**config.mk**
```make
export PLATFORM = sky130hd
export DESIGN_NAME = biquad_tdf2_wet_dry_filter_core
export DESIGN_NICKNAME = d
export VERILOG_FILES = /design/src/hdl/bqf_pkg.sv /design/src/hdl/bqf_sequencer.sv /design/src/hdl/bqf_datapath.sv /design/src/hdl/bqf_state_mem.sv /design/src/hdl/biquad_tdf2_wet_dry_filter_core.sv
export SDC_FILE = /design/constraint.sdc
export NUM_CORES = 2
export LEC_CHECK = 0
export BUFFER_PORTS_ARGS = -buffer_cell sky130_fd_sc_hd__buf_2
export CAP_MARGIN = 10
export CORE_MARGIN = 5
export CORE_UTILIZATION = 55
export CTS_CLUSTER_DIAMETER = 60
export CTS_CLUSTER_SIZE = 24
export DETAILED_ROUTE_END_ITERATION = 10
export PLACE_DENSITY = 0.78
export SYNTH_ARGS = -nofsm -noshare
export SYNTH_HDL_FRONTEND = slang
export SYNTH_SLANG_ARGS = --single-unit
export TNS_END_PERCENT = 1
```
**constraint.sdc**
```tcl
create_clock -name clock -period 10.7 [get_ports clock]
set_input_delay 3.21 -clock clock [delete_from_list [all_inputs] [get_ports clock]]
set_output_delay 3.21 -clock clock [all_outputs]
set_load 0.05 [all_outputs]
```
**src/hdl/bqf_pkg.sv**
```systemverilog
`timescale 1ns / 1ps

package bqf_pkg;

   // Fixed field widths and number formats.
   localparam int COEF_BITS      = 32;
   localparam int GAIN_BITS      = 16;
   localparam int CHCOUNT_BITS   = 4;
   localparam int STATE_BITS     = 48;
   localparam int Y_LOW_BITS     = 24;
   localparam int GUARD_BITS     = 8;
   localparam int GAIN_FRAC_BITS = 15;
   localparam int MIX_SHIFT      = GUARD_BITS + GAIN_FRAC_BITS;
   localparam int CSR_INDEX_BITS = 3;
   localparam int CSR_DATA_BITS  = 32;
   localparam int PC_BITS        = 4;

   localparam logic [GAIN_BITS-1:0]    WET_RESET     = 16'd32768;
   localparam logic [GAIN_BITS-1:0]    DRY_RESET     = 16'd0;
   localparam logic [CHCOUNT_BITS-1:0] CHCOUNT_RESET = 4'd1;

   // Register indexes on the configuration port.
   typedef enum logic [CSR_INDEX_BITS-1:0] {
      REG_COEF_B0  = 3'd0,
      REG_COEF_B1  = 3'd1,
      REG_COEF_B2  = 3'd2,
      REG_COEF_A1  = 3'd3,
      REG_COEF_A2  = 3'd4,
      REG_WET_GAIN = 3'd5,
      REG_DRY_GAIN = 3'd6,
      REG_CHANNELS = 3'd7
   } csr_index_type;

   typedef struct packed {
      logic signed [COEF_BITS-1:0] b0;
      logic signed [COEF_BITS-1:0] b1;
      logic signed [COEF_BITS-1:0] b2;
      logic signed [COEF_BITS-1:0] a1;
      logic signed [COEF_BITS-1:0] a2;
      logic [GAIN_BITS-1:0]        wet;
      logic [GAIN_BITS-1:0]        dry;
      logic [CHCOUNT_BITS-1:0]     channels;
   } cfg_type;

   // Control word fields.
   typedef enum logic [2:0] {
      MA_B0, MA_B1, MA_B2, MA_A1, MA_A2, MA_WET, MA_DRY
   } mul_a_type;

   typedef enum logic [1:0] {
      MB_X, MB_YH, MB_YL
   } mul_b_type;

   typedef enum logic [1:0] {
      BASE_ACC, BASE_Z1, BASE_Z2, BASE_ZERO
   } base_type;

   typedef enum logic [1:0] {
      SH_NONE, SH_GUARD, SH_YHIGH
   } shift_type;

   typedef enum logic [2:0] {
      CAP_NONE, CAP_Y, CAP_Z1, CAP_Z2, CAP_OUT
   } cap_type;

   typedef enum logic [1:0] {
      JMP_NEXT, JMP_SKIP, JMP_END
   } jump_type;

   typedef struct packed {
      mul_a_type            mul_a;
      mul_b_type            mul_b;
      base_type             base;
      logic                 add_en;
      logic                 add_neg;
      shift_type            shift;
      cap_type              cap;
      jump_type             jump;
      logic [PC_BITS-1:0]   target;
   } ctl_type;

   // Writes into the delay state store.
   typedef struct packed {
      logic wr_en;
      logic kill_en;
      logic clear_all;
   } st_ctl_type;

   localparam logic [PC_BITS-1:0] STEP_OUT = 4'd13;

   function automatic ctl_type uw(mul_a_type ma, mul_b_type mb, base_type bs, logic en,
                                  logic ng, shift_type sh, cap_type cp, jump_type jp,
                                  logic [PC_BITS-1:0] tg);
      ctl_type w;
      w.mul_a   = ma;
      w.mul_b   = mb;
      w.base    = bs;
      w.add_en  = en;
      w.add_neg = ng;
      w.shift   = sh;
      w.cap     = cp;
      w.jump    = jp;
      w.target  = tg;
      return w;
   endfunction

   // Microprogram. The multiplier product issued in one step is added in the next.
   // y = b0*x + z1; z1' = b1*x - a1*y + z2; z2' = b2*x - a2*y; out = dry*x + wet*y.
   function automatic ctl_type ucode(logic [PC_BITS-1:0] pc);
      ctl_type w;
      case (pc)
         4'd0:  w = uw(MA_B0,  MB_X,  BASE_ACC,  1'b0, 1'b0, SH_NONE,  CAP_NONE, JMP_SKIP,
                       STEP_OUT);
         4'd1:  w = uw(MA_B1,  MB_X,  BASE_Z1,   1'b1, 1'b0, SH_GUARD, CAP_NONE, JMP_NEXT, '0);
         4'd2:  w = uw(MA_B1,  MB_X,  BASE_ACC,  1'b0, 1'b0, SH_NONE,  CAP_Y,    JMP_NEXT, '0);
         4'd3:  w = uw(MA_A1,  MB_YH, BASE_Z2,   1'b1, 1'b0, SH_GUARD, CAP_NONE, JMP_NEXT, '0);
         4'd4:  w = uw(MA_A1,  MB_YL, BASE_ACC,  1'b1, 1'b1, SH_YHIGH, CAP_NONE, JMP_NEXT, '0);
         4'd5:  w = uw(MA_B2,  MB_X,  BASE_ACC,  1'b1, 1'b1, SH_NONE,  CAP_NONE, JMP_NEXT, '0);
         4'd6:  w = uw(MA_A2,  MB_YH, BASE_ZERO, 1'b1, 1'b0, SH_GUARD, CAP_Z1,   JMP_NEXT, '0);
         4'd7:  w = uw(MA_A2,  MB_YL, BASE_ACC,  1'b1, 1'b1, SH_YHIGH, CAP_NONE, JMP_NEXT, '0);
         4'd8:  w = uw(MA_DRY, MB_X,  BASE_ACC,  1'b1, 1'b1, SH_NONE,  CAP_NONE, JMP_NEXT, '0);
         4'd9:  w = uw(MA_DRY, MB_X,  BASE_ZERO, 1'b1, 1'b0, SH_GUARD, CAP_Z2,   JMP_NEXT, '0);
         4'd10: w = uw(MA_WET, MB_YH, BASE_ACC,  1'b0, 1'b0, SH_NONE,  CAP_NONE, JMP_NEXT, '0);
         4'd11: w = uw(MA_WET, MB_YL, BASE_ACC,  1'b1, 1'b0, SH_YHIGH, CAP_NONE, JMP_NEXT, '0);
         4'd12: w = uw(MA_WET, MB_YL, BASE_ACC,  1'b1, 1'b0, SH_NONE,  CAP_NONE, JMP_NEXT, '0);
         4'd13: w = uw(MA_WET, MB_YL, BASE_ACC,  1'b0, 1'b0, SH_NONE,  CAP_OUT,  JMP_END,  '0);
         default: w = uw(MA_WET, MB_YL, BASE_ACC, 1'b0, 1'b0, SH_NONE, CAP_NONE, JMP_END, '0);
      endcase
      return w;
   endfunction

   // Word driven while the sequencer is idle: holds everything.
   localparam ctl_type CTL_IDLE = uw(MA_WET, MB_YL, BASE_ACC, 1'b0, 1'b0, SH_NONE, CAP_NONE,
                                     JMP_END, 4'd0);

endpackage

```
**src/hdl/bqf_sequencer.sv**
```systemverilog
`timescale 1ns / 1ps

module bqf_sequencer (
   input  logic              clock,
   input  logic              reset,
   input  logic              start,
   input  logic              skip,
   input  logic              out_free,
   output bqf_pkg::ctl_type  ctl,
   output logic              busy,
   output logic              done
);
   import bqf_pkg::*;

   logic [PC_BITS-1:0] pc_ff, pc_in;
   logic               busy_ff, busy_in;
   ctl_type            word;

   assign word = ucode(pc_ff);
   assign ctl  = busy_ff ? word : CTL_IDLE;
   assign busy = busy_ff;

   // Step counter with a conditional jump and a final step that waits for the output slot.
   always_comb begin
      pc_in   = pc_ff;
      busy_in = busy_ff;
      done    = 1'b0;
      if (!busy_ff) begin
         if (start) begin
            busy_in = 1'b1;
            pc_in   = '0;
         end
      end else begin
         case (word.jump)
            JMP_NEXT: pc_in = pc_ff + PC_BITS'(1);
            JMP_SKIP: pc_in = skip ? word.target : pc_ff + PC_BITS'(1);
            JMP_END: begin
               if (out_free) begin
                  done    = 1'b1;
                  busy_in = 1'b0;
               end
            end
            default: busy_in = 1'b0;
         endcase
      end
   end

   always_ff @(posedge clock) begin
      if (reset) begin
         pc_ff   <= '0;
         busy_ff <= 1'b0;
      end else begin
         pc_ff   <= pc_in;
         busy_ff <= busy_in;
      end
   end

endmodule

```
**src/hdl/bqf_datapath.sv**
```systemverilog
`timescale 1ns / 1ps

module bqf_datapath #(
   parameter int SAMPLE_BITS    = 24,
   parameter int COEF_FRAC_BITS = 27
) (
   input  logic                                   clock,
   input  logic                                   reset,
   input  bqf_pkg::ctl_type                       ctl,
   input  bqf_pkg::cfg_type                       cfg,
   input  logic signed [SAMPLE_BITS-1:0]          x,
   input  logic signed [bqf_pkg::STATE_BITS-1:0]  z1_rd,
   input  logic signed [bqf_pkg::STATE_BITS-1:0]  z2_rd,
   output logic signed [bqf_pkg::STATE_BITS-1:0]  z1_new,
   output logic signed [bqf_pkg::STATE_BITS-1:0]  z2_new,
   output logic                                   ovf,
   output logic signed [SAMPLE_BITS-1:0]          mix_sat
);
   import bqf_pkg::*;

   localparam int MB_BITS   = (SAMPLE_BITS > Y_LOW_BITS + 1) ? SAMPLE_BITS : Y_LOW_BITS + 1;
   localparam int PROD_BITS = COEF_BITS + MB_BITS;
   localparam int ACC_BITS  = ((PROD_BITS + Y_LOW_BITS > STATE_BITS + COEF_FRAC_BITS) ?
                               PROD_BITS + Y_LOW_BITS : STATE_BITS + COEF_FRAC_BITS) + 3;

   logic signed [COEF_BITS-1:0]  mul_a;
   logic signed [MB_BITS-1:0]    mul_b;
   logic signed [PROD_BITS-1:0]  prod_ff, prod_in;
   logic signed [ACC_BITS-1:0]   acc_ff, acc_in, base, addend;
   logic signed [ACC_BITS-1:0]   rnd_c, rnd_m;
   logic signed [STATE_BITS-1:0] y_ff, y_op, z1_ff, z2_ff;
   logic                         ovf_ff;
   logic                         fits_c, fits_m;

   // A channel that overflowed anywhere contributes y = 0 for the rest of that item.
   assign y_op = ovf_ff ? '0 : y_ff;

   // Shared multiplier operands; y is split into a signed high and unsigned low half.
   always_comb begin
      case (ctl.mul_a)
         MA_B0:   mul_a = cfg.b0;
         MA_B1:   mul_a = cfg.b1;
         MA_B2:   mul_a = cfg.b2;
         MA_A1:   mul_a = cfg.a1;
         MA_A2:   mul_a = cfg.a2;
         MA_WET:  mul_a = COEF_BITS'({1'b0, cfg.wet});
         MA_DRY:  mul_a = COEF_BITS'({1'b0, cfg.dry});
         default: mul_a = '0;
      endcase
      case (ctl.mul_b)
         MB_X:    mul_b = MB_BITS'(x);
         MB_YH:   mul_b = MB_BITS'($signed(y_op[STATE_BITS-1:Y_LOW_BITS]));
         MB_YL:   mul_b = MB_BITS'({1'b0, y_op[Y_LOW_BITS-1:0]});
         default: mul_b = '0;
      endcase
   end

   assign prod_in = mul_a * mul_b;

   // Accumulator: a base term, alone or plus or minus the aligned product of the previous step.
   always_comb begin
      case (ctl.base)
         BASE_ACC:  base = acc_ff;
         BASE_Z1:   base = ACC_BITS'(z1_rd) <<< COEF_FRAC_BITS;
         BASE_Z2:   base = ACC_BITS'(z2_rd) <<< COEF_FRAC_BITS;
         BASE_ZERO: base = '0;
         default:   base = '0;
      endcase
      case (ctl.shift)
         SH_NONE:  addend = ACC_BITS'(prod_ff);
         SH_GUARD: addend = ACC_BITS'(prod_ff) <<< GUARD_BITS;
         SH_YHIGH: addend = ACC_BITS'(prod_ff) <<< Y_LOW_BITS;
         default:  addend = '0;
      endcase
      if (!ctl.add_en) begin
         acc_in = base;
      end else if (ctl.add_neg) begin
         acc_in = base - addend;
      end else begin
         acc_in = base + addend;
      end
   end

   // Round half up for the filter states and for the mix.
   assign rnd_c  = (acc_ff + (ACC_BITS'(1) <<< (COEF_FRAC_BITS - 1))) >>> COEF_FRAC_BITS;
   assign rnd_m  = (acc_ff + (ACC_BITS'(1) <<< (MIX_SHIFT - 1))) >>> MIX_SHIFT;
   assign fits_c = (&rnd_c[ACC_BITS-1:STATE_BITS-1]) || !(|rnd_c[ACC_BITS-1:STATE_BITS-1]);
   assign fits_m = (&rnd_m[ACC_BITS-1:SAMPLE_BITS-1]) || !(|rnd_m[ACC_BITS-1:SAMPLE_BITS-1]);

   always_comb begin
      if (fits_m) begin
         mix_sat = rnd_m[SAMPLE_BITS-1:0];
      end else if (rnd_m[ACC_BITS-1]) begin
         mix_sat = {1'b1, {(SAMPLE_BITS - 1){1'b0}}};
      end else begin
         mix_sat = {1'b0, {(SAMPLE_BITS - 1){1'b1}}};
      end
   end

   assign z1_new = z1_ff;
   assign z2_new = z2_ff;
   assign ovf    = ovf_ff;

   // Product and accumulator registers.
   always_ff @(posedge clock) begin
      prod_ff <= prod_in;
      acc_ff  <= acc_in;
   end

   // Captured results of the recursion.
   always_ff @(posedge clock) begin
      case (ctl.cap)
         CAP_Y:   y_ff  <= fits_c ? rnd_c[STATE_BITS-1:0] : '0;
         CAP_Z1:  z1_ff <= rnd_c[STATE_BITS-1:0];
         CAP_Z2:  z2_ff <= rnd_c[STATE_BITS-1:0];
         default: ;
      endcase
   end

   // Overflow flag restarts at the y capture and collects the two state captures.
   always_ff @(posedge clock) begin
      if (reset) begin
         ovf_ff <= 1'b0;
      end else begin
         case (ctl.cap)
            CAP_Y:   ovf_ff <= !fits_c;
            CAP_Z1:  ovf_ff <= ovf_ff || !fits_c;
            CAP_Z2:  ovf_ff <= ovf_ff || !fits_c;
            default: ;
         endcase
      end
   end

endmodule

```
**src/hdl/bqf_state_mem.sv**
```systemverilog
`timescale 1ns / 1ps

module bqf_state_mem #(
   parameter int DEPTH     = 8,
   parameter int ADDR_BITS = 3
) (
   input  logic                                   clock,
   input  logic                                   reset,
   input  bqf_pkg::st_ctl_type                    st_ctl,
   input  logic [ADDR_BITS-1:0]                   addr,
   input  logic signed [bqf_pkg::STATE_BITS-1:0]  z1_wr,
   input  logic signed [bqf_pkg::STATE_BITS-1:0]  z2_wr,
   output logic signed [bqf_pkg::STATE_BITS-1:0]  z1_rd,
   output logic signed [bqf_pkg::STATE_BITS-1:0]  z2_rd
);
   import bqf_pkg::*;

   logic signed [STATE_BITS-1:0] z1_mem [DEPTH];
   logic signed [STATE_BITS-1:0] z2_mem [DEPTH];
   logic signed [STATE_BITS-1:0] z1_rd_ff, z2_rd_ff;
   logic [DEPTH-1:0]             valid_ff;
   logic                         rd_valid_ff;

   // Delay states, written at the end of an item and read with a registered port.
   always_ff @(posedge clock) begin
      if (st_ctl.wr_en) begin
         z1_mem[addr] <= z1_wr;
         z2_mem[addr] <= z2_wr;
      end
      z1_rd_ff <= z1_mem[addr];
      z2_rd_ff <= z2_mem[addr];
   end

   // One valid bit per channel; a channel that is not valid reads as zero.
   always_ff @(posedge clock) begin
      if (reset) begin
         valid_ff    <= '0;
         rd_valid_ff <= 1'b0;
      end else begin
         rd_valid_ff <= valid_ff[addr];
         if (st_ctl.clear_all) begin
            valid_ff <= '0;
         end else if (st_ctl.wr_en) begin
            valid_ff[addr] <= 1'b1;
         end else if (st_ctl.kill_en) begin
            valid_ff[addr] <= 1'b0;
         end
      end
   end

   assign z1_rd = rd_valid_ff ? z1_rd_ff : '0;
   assign z2_rd = rd_valid_ff ? z2_rd_ff : '0;

endmodule

```
**src/hdl/biquad_tdf2_wet_dry_filter_core.sv**
```systemverilog
`timescale 1ns / 1ps

// Multi-channel biquad filter (transposed direct form II) with a wet/dry mix.
// Input channel req_*: one interleaved sample with its channel number, a silent
// flag and a bypass flag in tuser, and tlast on the last sample of a block.
// Result channel rsp_*: the mixed, saturated sample with its channel number;
// tuser carries the block silence flag and tlast repeats the input's block end.
// Configuration channel csr_*: coefficients, gains and the channel count, to be written by the
// user only while no item is in flight; the block itself does not enforce this; csr_ready is always high.
// A filtered item runs through a 14-step microprogram on one shared 32 x 25
// multiplier and one accumulator; a bypassed item or one for an unused channel
// jumps from the first step straight to the last. A new item is accepted only
// after the previous one finishes, so items never overlap in the datapath.
// The result sits in an output register; a new item is accepted and computed
// while it waits, and only the last step stalls until the receiver takes it.
// Reset clears all delay states, the silence tracker and loads the default
// registers (unity b0, wet gain one, one channel).
module biquad_tdf2_wet_dry_filter_core #(
   parameter  int MAX_CHANNELS   = 8,
   parameter  int SAMPLE_BITS    = 24,
   parameter  int COEF_FRAC_BITS = 27,
   localparam int CH_BITS        = (MAX_CHANNELS > 1) ? $clog2(MAX_CHANNELS) : 1,
   localparam int REQ_DATA_BITS  = ((CH_BITS + SAMPLE_BITS + 7) / 8) * 8,
   localparam int RSP_DATA_BITS  = ((SAMPLE_BITS + CH_BITS + 7) / 8) * 8
) (
   input  logic                                  clock,
   input  logic                                  reset,
   // Input items.
   input  logic                                  req_tvalid,
   output logic                                  req_tready,
   input  logic [REQ_DATA_BITS-1:0]              req_tdata,  // channel, sample_in, zero fill
   input  logic [1:0]                            req_tuser,  // input_silent, bypass
   input  logic                                  req_tlast,  // end_of_block
   // Result items.
   output logic                                  rsp_tvalid,
   input  logic                                  rsp_tready,
   output logic [RSP_DATA_BITS-1:0]              rsp_tdata,  // sample_out, channel_out, zero fill
   output logic [0:0]                            rsp_tuser,  // block_silent
   output logic                                  rsp_tlast,  // last_of_block
   // Configuration writes.
   input  logic                                  csr_valid,
   output logic                                  csr_ready,
   input  logic [bqf_pkg::CSR_INDEX_BITS-1:0]    csr_index,
   input  logic [bqf_pkg::CSR_DATA_BITS-1:0]     csr_data
);
   import bqf_pkg::*;

   localparam int CMP_BITS = (CH_BITS + 1 > CHCOUNT_BITS) ? CH_BITS + 1 : CHCOUNT_BITS;
   localparam logic [COEF_BITS-1:0] COEF_ONE = COEF_BITS'(1) << COEF_FRAC_BITS;

   cfg_type                      cfg_ff;
   logic [CH_BITS-1:0]           ch_ff;
   logic signed [SAMPLE_BITS-1:0] x_ff;
   logic                         bypass_ff, eob_ff;
   logic                         seen_ff, seen_in;
   logic                         rsp_valid_ff;
   logic signed [SAMPLE_BITS-1:0] rsp_sample_ff;
   logic [CH_BITS-1:0]           rsp_ch_ff;
   logic                         rsp_silent_ff, rsp_last_ff;

   ctl_type                      ctl;
   st_ctl_type                   st_ctl;
   logic                         busy, done, start, skip, out_free, in_use, csr_wr;
   logic [CMP_BITS-1:0]          active;
   logic signed [SAMPLE_BITS-1:0] mix_sat, res;
   logic signed [STATE_BITS-1:0] z1_rd, z2_rd, z1_new, z2_new;
   logic                         ovf, silent_flag;

   assign csr_ready  = 1'b1;
   assign csr_wr     = csr_valid && csr_ready;
   assign req_tready = !busy;
   assign start      = req_tvalid && req_tready;
   assign out_free   = !rsp_valid_ff || rsp_tready;

   // Configuration registers.
   always_ff @(posedge clock) begin
      if (reset) begin
         cfg_ff.b0       <= COEF_ONE;
         cfg_ff.b1       <= '0;
         cfg_ff.b2       <= '0;
         cfg_ff.a1       <= '0;
         cfg_ff.a2       <= '0;
         cfg_ff.wet      <= WET_RESET;
         cfg_ff.dry      <= DRY_RESET;
         cfg_ff.channels <= CHCOUNT_RESET;
      end else if (csr_wr) begin
         case (csr_index)
            REG_COEF_B0:  cfg_ff.b0       <= csr_data;
            REG_COEF_B1:  cfg_ff.b1       <= csr_data;
            REG_COEF_B2:  cfg_ff.b2       <= csr_data;
            REG_COEF_A1:  cfg_ff.a1       <= csr_data;
            REG_COEF_A2:  cfg_ff.a2       <= csr_data;
            REG_WET_GAIN: cfg_ff.wet      <= csr_data[GAIN_BITS-1:0];
            REG_DRY_GAIN: cfg_ff.dry      <= csr_data[GAIN_BITS-1:0];
            REG_CHANNELS: cfg_ff.channels <= csr_data[CHCOUNT_BITS-1:0];
            default: ;
         endcase
      end
   end

   // Channel count clamped to the range of the state store; zero acts as one.
   always_comb begin
      if (cfg_ff.channels == '0) begin
         active = CMP_BITS'(1);
      end else if (CMP_BITS'(cfg_ff.channels) > CMP_BITS'(MAX_CHANNELS)) begin
         active = CMP_BITS'(MAX_CHANNELS);
      end else begin
         active = CMP_BITS'(cfg_ff.channels);
      end
   end

   assign in_use = CMP_BITS'(ch_ff) < active;
   assign skip   = bypass_ff || !in_use;

   // Input item registers; a silent sample enters as zero.
   always_ff @(posedge clock) begin
      if (start) begin
         ch_ff     <= req_tdata[CH_BITS-1:0];
         x_ff      <= req_tuser[0] ? '0 : req_tdata[CH_BITS+SAMPLE_BITS-1:CH_BITS];
         bypass_ff <= req_tuser[1];
         eob_ff    <= req_tlast;
      end
   end

   bqf_sequencer u_seq (
      .clock    (clock),
      .reset    (reset),
      .start    (start),
      .skip     (skip),
      .out_free (out_free),
      .ctl      (ctl),
      .busy     (busy),
      .done     (done)
   );

   bqf_datapath #(
      .SAMPLE_BITS    (SAMPLE_BITS),
      .COEF_FRAC_BITS (COEF_FRAC_BITS)
   ) u_dp (
      .clock   (clock),
      .reset   (reset),
      .ctl     (ctl),
      .cfg     (cfg_ff),
      .x       (x_ff),
      .z1_rd   (z1_rd),
      .z2_rd   (z2_rd),
      .z1_new  (z1_new),
      .z2_new  (z2_new),
      .ovf     (ovf),
      .mix_sat (mix_sat)
   );

   // Filtered item end: write states, or clear on overflow; bypass or a channel count write clears all.
   assign st_ctl.wr_en     = done && !skip && !ovf;
   assign st_ctl.kill_en   = done && !skip && ovf;
   assign st_ctl.clear_all = (done && bypass_ff) || (csr_wr && csr_index == REG_CHANNELS);

   bqf_state_mem #(
      .DEPTH     (MAX_CHANNELS),
      .ADDR_BITS (CH_BITS)
   ) u_mem (
      .clock  (clock),
      .reset  (reset),
      .st_ctl (st_ctl),
      .addr   (ch_ff),
      .z1_wr  (z1_new),
      .z2_wr  (z2_new),
      .z1_rd  (z1_rd),
      .z2_rd  (z2_rd)
   );

   // Final sample selection and block silence tracking.
   always_comb begin
      if (bypass_ff) begin
         res = x_ff;
      end else if (!in_use) begin
         res = '0;
      end else begin
         res = mix_sat;
      end
      silent_flag = 1'b0;
      seen_in     = seen_ff;
      if (done) begin
         if (eob_ff) begin
            silent_flag = !(seen_ff || (|res));
            seen_in     = 1'b0;
         end else begin
            seen_in = seen_ff || (|res);
         end
      end
   end

   always_ff @(posedge clock) begin
      if (reset) begin
         seen_ff      <= 1'b0;
         rsp_valid_ff <= 1'b0;
      end else begin
         seen_ff <= seen_in;
         if (done) begin
            rsp_valid_ff <= 1'b1;
         end else if (rsp_tready) begin
            rsp_valid_ff <= 1'b0;
         end
      end
   end

   // Output register.
   always_ff @(posedge clock) begin
      if (done) begin
         rsp_sample_ff <= res;
         rsp_ch_ff     <= ch_ff;
         rsp_silent_ff <= silent_flag;
         rsp_last_ff   <= eob_ff;
      end
   end

   assign rsp_tvalid   = rsp_valid_ff;
   assign rsp_tdata    = RSP_DATA_BITS'({rsp_ch_ff, rsp_sample_ff});
   assign rsp_tuser[0] = rsp_silent_ff;
   assign rsp_tlast    = rsp_last_ff;

endmodule

```
-- Word level (Yosys, flattened, before mapping)
Memory sizes are Yosys's and may differ from the RTL's. A register that Yosys moved wholly into a read port is not among the register bits.
Cells that the tools add are included.
- $add $sub $neg: 5
- $mul: 1
- $lt $le $gt $ge: 4
- equality and inequality tests: 26
- mux-type cells: 41
- bitwise operators: 3
- reductions and logical operators: 51
- operator list (operator ; number):
    $pmux 84 s4 ; 1
    $pmux 84 s3 ; 1
    $pmux 32 s7 ; 1
    $mux 84 ; 2
    $mux 48 ; 3
    $mux 24 ; 4
    $add 84x24->84 const B ; 1
    $add 84x28->84 const B ; 1
    $add 84x84->84 ; 1
    $sub 84x84->84 ; 1
    $pmux 25 s3 ; 1
    $mul 32x25->57 ; 1
    $reduce_and 38->1 ; 1
    $reduce_or 38->1 ; 1
    $mux 4 ; 7
    $reduce_or 24->1 ; 1
    $eq 3x3->1 const B ; 7
    $mux 20 ; 1
    $eq 3x2->1 const B ; 6
    $reduce_and 2->1 ; 9
    $mux 8 ; 2
    $mux 1 ; 13
    $eq 2x2->1 const B ; 5
    $reduce_and 10->1 ; 1
    24 further kinds ; 59
- flip-flop bits (word level): 556
- bits in writable memories: 768
- memory bits (read-only): 304
- output and inout port bits: 37
- memories kept: 3
- memory list (name ; words ; width ; read ports ; clocked after Yosys merged registers in ; wr ports ; RTL line ; text):
    u_mem.z1_mem ; 8 ; 48 ; 1 ; 1 ; 1 ; bqf_state_mem.sv:18 ; logic signed [STATE_BITS-1:0] z1_mem [DEPTH];
    u_mem.z2_mem ; 8 ; 48 ; 1 ; 1 ; 1 ; bqf_state_mem.sv:19 ; logic signed [STATE_BITS-1:0] z2_mem [DEPTH];
    (name not given) ; 16 ; 19 ; 1 ; 1 ; 0 ; bqf_pkg.sv:111 ; case (pc)

-- Logic depth before layout (Yosys ltp)
- word-level depth: 11
- gate-level depth with buffers: 39
- mapped depth without buffers: 31

-- Cells and area by module
Synthesis repeated with hierarchy kept, for this count alone.
- cells, all modules: 8682
- area, all modules: 93452.1 sq um
- by module, submodules not included (module ; instances ; cells each ; area an instance (sq um) ; sequential area each (sq um)):
    bqf_datapath ; 1 ; 6128 ; 51209.1 ; 7166.9
    bqf_state_mem ; 1 ; 1382 ; 31863.1 ; 25164.1
    biquad_tdf2_wet_dry_filter_core ; 1 ; 1041 ; 9296.4 ; 5705.5
    bqf_sequencer ; 1 ; 131 ; 1083.5 ; 420.4

-- Worst setup path before layout
No wires, ideal clock.
- path kind: register -> register
- start point: reg u_seq.busy_ff, in the netlist u_seq.busy
- end point: reg u_dp.prod_ff[55]
- setup time: 72 ps
- arrival: 9743 ps
- required time: 10628 ps
- setup slack: 885 ps
- stages on the path, launching flop included: 38
- period minus slack after synthesis: 9815 ps
- cells stage by stage: dfxtp_1 buf_2 inv_1 buf_2 buf_2 clkbuf_1 clkbuf_1 buf_1 nor3_1 clkbuf_1 a222oi_1 and3_1 clkbuf_1 nor2_1 fa_1 inv_1 fa_1 inv_1 [2 not listed] fa_1 fa_1 inv_1 fa_1 inv_1 ha_1 a21o_1 a21o_1 a21o_1 a221oi_1 a21oi_1 o311ai_0 a31oi_1 o22ai_1 o21ai_0 a21o_1 a21oi_1 xnor2_1
- longest elaborated chain between the ends: 4
- elaborated cells on any way between the ends: 14
- RTL lines (item ; RTL line ; text):
    start, declared ; bqf_sequencer.sv:16 ; logic busy_ff, busy_in;
    start signal, assigned ; bqf_sequencer.sv:54 ; busy_ff <= busy_in;
    $mux 20 (*) ; bqf_sequencer.sv:20 ; assign ctl = busy_ff ? word : CTL_IDLE;
    $eq 3x3->1 (tied with other cells) ; bqf_datapath.sv:40 ; case (ctl.mul_a)
    $pmux 32 s7 or $pmux 25 s3 (tied branches) ; bqf_datapath.sv:40, bqf_datapath.sv:50 ;
    $mul 32x25->57 (*) ; bqf_datapath.sv:58 ; assign prod_in = mul_a * mul_b;
    named net u_dp.prod_in[55] ; bqf_datapath.sv:28 ; logic signed [PROD_BITS-1:0] prod_ff, prod_in;
    end signal, assigned ; bqf_datapath.sv:106 ; prod_ff <= prod_in;
    end, declared ; bqf_datapath.sv:28 ;
Mark *: on every way through the listed nets, which the timed path passes. The rest lies on a longest branch.
A chain may end at the register's enable or synchronous reset.

-- Worst setup path in the final report
- start point: reg u_seq.word[16] (netlist name)
- end point: reg u_dp.prod_ff[55]
- longest elaborated chain between the ends: 4
- elaborated cells on any way between the ends: 6
- RTL lines (item ; RTL line ; text):
    $mux 20 (*) ; bqf_sequencer.sv:20 ;
    $eq 2x2->1 (tied with other cells) ; bqf_datapath.sv:50 ; case (ctl.mul_b)
    $pmux 25 s3 (*) ; bqf_datapath.sv:50 ;
    $mul 32x25->57 (*) ; bqf_datapath.sv:58 ;
    named net u_dp.prod_in[55] ; bqf_datapath.sv:28 ;
Marked as above.

==> impl_results.md <==
* Fin. Hold Viols at 0
* FP Rows at 148
* Core Box Area at 0.163 sq mm
* Area Overhead vs Synth at 6.95%
* Hold Crit Depth at 2
* Run status: completed
* Fraction of registers with async set or reset after synthesis at 0%
* Yosys cell types at 96
* Routability cong. at 1.02
* Area post-placement at 0.0924 sq mm
* Total track usage at 31.5%
* Final setup viols at 0
* CP Max Fanout at 15
* Worst Hold Class: flip-flop to flip-flop
* Critical path capture point type: flip-flop
* Power Density at 169 mW/mm^2
* Synth warn at 0
* Top-Level Pins at 112
* FF+latch count, synth at 1436
* Vias at 66600
* Fmax at 0.0974 GHz
* Leading area contributor after synthesis: edfxtp_1
* Cts hold-fix bufs at 0
* Filler cells at 13200
* Postcts setup bufs at 0
* Min-delay src: u_mem.z1_mem[3][29]$_DFFE_PP_
* Reg2reg start: u_seq.word[16]$_DFF_P_
* Post-Route WL at 272 mm
* Antenna violations before repair at 15
* Clock skew at 0.0460 ns
* Die Ht at 414 um
* Total grt overflow at 0
* Leak pwr at 38.6 nW
* CTS Buffer Depth at 3
* TritonCTS clock tree: done
* Synth Instances at 8658
* Cell count of the worst reg-to-reg path at 31
* Req. time, crit path at 11.37 ns
* Seq/Total Area, Yosys at 42.8%
* Slew Viols, Final at 0
* Inserted Clock Buffers at 99
* Crit path largest cell delay at 0.89 ns
* Endpoint, Worst Hold: u_mem.z1_rd_ff[29]$_DFF_P_
* Clk_lat worst skew at 0.77 ns
* Area contributors post-synth: edfxtp_1 32%, fa_1 18%, dfxtp_1 10%
* Post-CTS Resized at 0
* Final net count at 9638
* Setup TNS Final at 0 ns
* R2r setup slk at 0.43 ns
* Final HPWL DP at 196 mm
* Slew @ Worst Pin at 1.27 ns
* Pin count of the biggest net entering global routing at 97
* Die X at 414 um
* Port Buffers at 100
* Global-route wire length before repair at 406 mm
* Synth top cells by count: 1229 x nand2_1, 970 x edfxtp_1, 926 x inv_1
* Area of the mapped netlist at 0.0898 sq mm
* Final min period at 10.27 ns
* Slowest CP cell: and2_1
* Slew HR at 14.4%
* VDD IR max at 0.138 mV
* Full die area at 0.171 sq mm
* Drt first pass iters at 9
* Clock transition at the registers of the reported paths at 0.09 ns
* # DRC at 0
* Period utilization at 96.0%
* Initial drt markers at 7397
* Most common cell on crit path: fa_1
* Hold_ws at 0.455 ns
* Syn Area/Cell at 10.4 sq um
* Initial core utilization at 55.2%
* RSZ-0062 raised after global routing: no
* DR vias/cell at 6.19
* Dominant cell by count in the synthesized netlist: nand2_1
* CTS sink count at 1436
* Maxcap violations at 0
* Share of cells above drive strength 1 at 6.39%
* CP Class: flip-flop to flip-flop
* R2R Path End: u_dp.prod_ff[55]$_DFF_P_
* Top FF cell, synth: edfxtp_1
* WP data arrival at 10.94 ns
* Antenna Nets Post-Route at 0
* Vias in the first global route at 66400
* WL/cell at 25.2 um
* Design Area, Final at 0.0960 sq mm
* Startpoint types: flip-flop
* Top cell type's share of synthesized area at 32.5%
* H-tree levels at 3
* Root Driver: clkbuf_16
* Post-synth EDFFs at 970
## through the flow
stage	std cells	util (%)	worst slack (ns)	total power, mW
after floorplan	8662	-	0.885	10.4
after global placement	10600	56.8	0.709	11.9
after detailed placement	10600	56.8	0.677	12.0
after CTS	10800	59.0	0.598	16.1
after global routing	10800	59.0	0.119	17.0
final	10800	59.0	0.430	16.2
## routing by layer
metal / GRT usage, % / wire [um]
met5: 0 / 71
met4: 18.3 / 19700
met3: 6.79 / 27200
met2: 50.7 / 125000
met1: 39.5 / 99400
## power by group
| group | switching (mW) | internal (mW) |
|---|---|---|
| logic | 3.39 | 1.89 |
| clock network | 2.17 | 2.00 |
| registers | 0.582 | 6.21 |
## cell usage in the layout, fill, tap and decap left out, types with 16 or more instances in the layout
cell type and instances:
nand2_1 1227, edfxtp_1 970, inv_1 923, fa_1 820, nor2_1 584, a22oi_1 552, a21oi_1 497, dfxtp_1 465
o21ai_0 251, ha_1 249, xnor2_1 195, nand4_1 184, buf_4 157, and2_1 124, a21o_1 123, nand3_1 116
xor2_1 113, clkbuf_16 101, buf_2 99, and3_1 60, nor3_1 60, nor2b_1 59, nand2b_1 40, nor4_1 35
o21bai_1 35, a31oi_1 30, o31ai_1 28, or4_1 19, o21a_1 18, or2_2 18, a222oi_1 17, or3_1 17
and4_1 17, clkbuf_1 17, a211oi_1 16
## worst max-delay path: cells and delay by family, from the launching register on
family | cells | cell delay, ns
buffers and inverters | 7 | 0.98
AOI/OAI and AO/OA | 10 | 3.21
xor gates and xnor gates | 1 | 0.13
and+or+nand+nor | 5 | 1.45
adders and majority gates | 8 | 3.89
DFF | 1 | 0.51
## cell families after synthesis
family | synth area share, %
DFF | 42.8
and+or+nand+nor | 13.7
buffers and inverters | 6.22
xor gates and xnor gates | 3.01
adders and majority gates | 21.8
AOI/OAI and AO/OA | 12.4
other | 0.00837
muxes | 0.139
## flip-flops by register name, summed over array words and instances, names as in the netlist, 3 cells and up, named ones only
register,cells
cfg_ff,196
ch_ff,3
rsp_ch_ff,3
rsp_sample_ff,24
u_dp.acc_ff,84
u_dp.prod_ff,57
u_dp.y_ff,48
u_dp.z1_new,48
u_dp.z2_new,48
u_mem.z1_mem,384
u_mem.z1_rd_ff,48
u_mem.z2_mem,384
u_mem.z2_rd_ff,48
u_seq.pc_ff,4
u_seq.word,16
x_ff,24
## how the worst max path moves through the flow
stage	start	end	slack, ns	cells past startpoint
2_1_floorplan	u_seq.busy$_SDFF_PP0_	u_dp.prod_ff[55]$_DFF_P_	0.88	37
3_3_place_gp	u_seq.busy$_SDFF_PP0_	u_dp.prod_ff[55]$_DFF_P_	0.71	30
3_5_place_dp	u_seq.word[16]$_DFF_P_	u_dp.prod_ff[55]$_DFF_P_	0.68	31
4_1_cts	u_seq.busy$_SDFF_PP0_	u_dp.prod_ff[55]$_DFF_P_	0.60	30
5_1_grt	u_seq.busy$_SDFF_PP0_	u_dp.prod_ff[55]$_DFF_P_	0.12	32
6_report	u_seq.word[16]$_DFF_P_	u_dp.prod_ff[55]$_DFF_P_	0.43	31
## final cells by class
| type | instances | area [sq um] | area share, % |
|---|---|---|---|
| Multi-Input combinational cell | 5770 | 46000 | 47.9 |
| Timing Repair Buffer | 259 | 1730 | 1.80 |
| Clock inverter | 68 | 1010 | 1.05 |
| Tap cell | 2175 | 2720 | 2.83 |
| Antenna cell | 8 | 20.0 | 0.0209 |
| Sequential cell | 1436 | 38500 | 40.1 |
| Clock buffer | 118 | 2590 | 2.70 |
| Inverter | 928 | 3490 | 3.63 |
(Power assumes the default switching activity.)
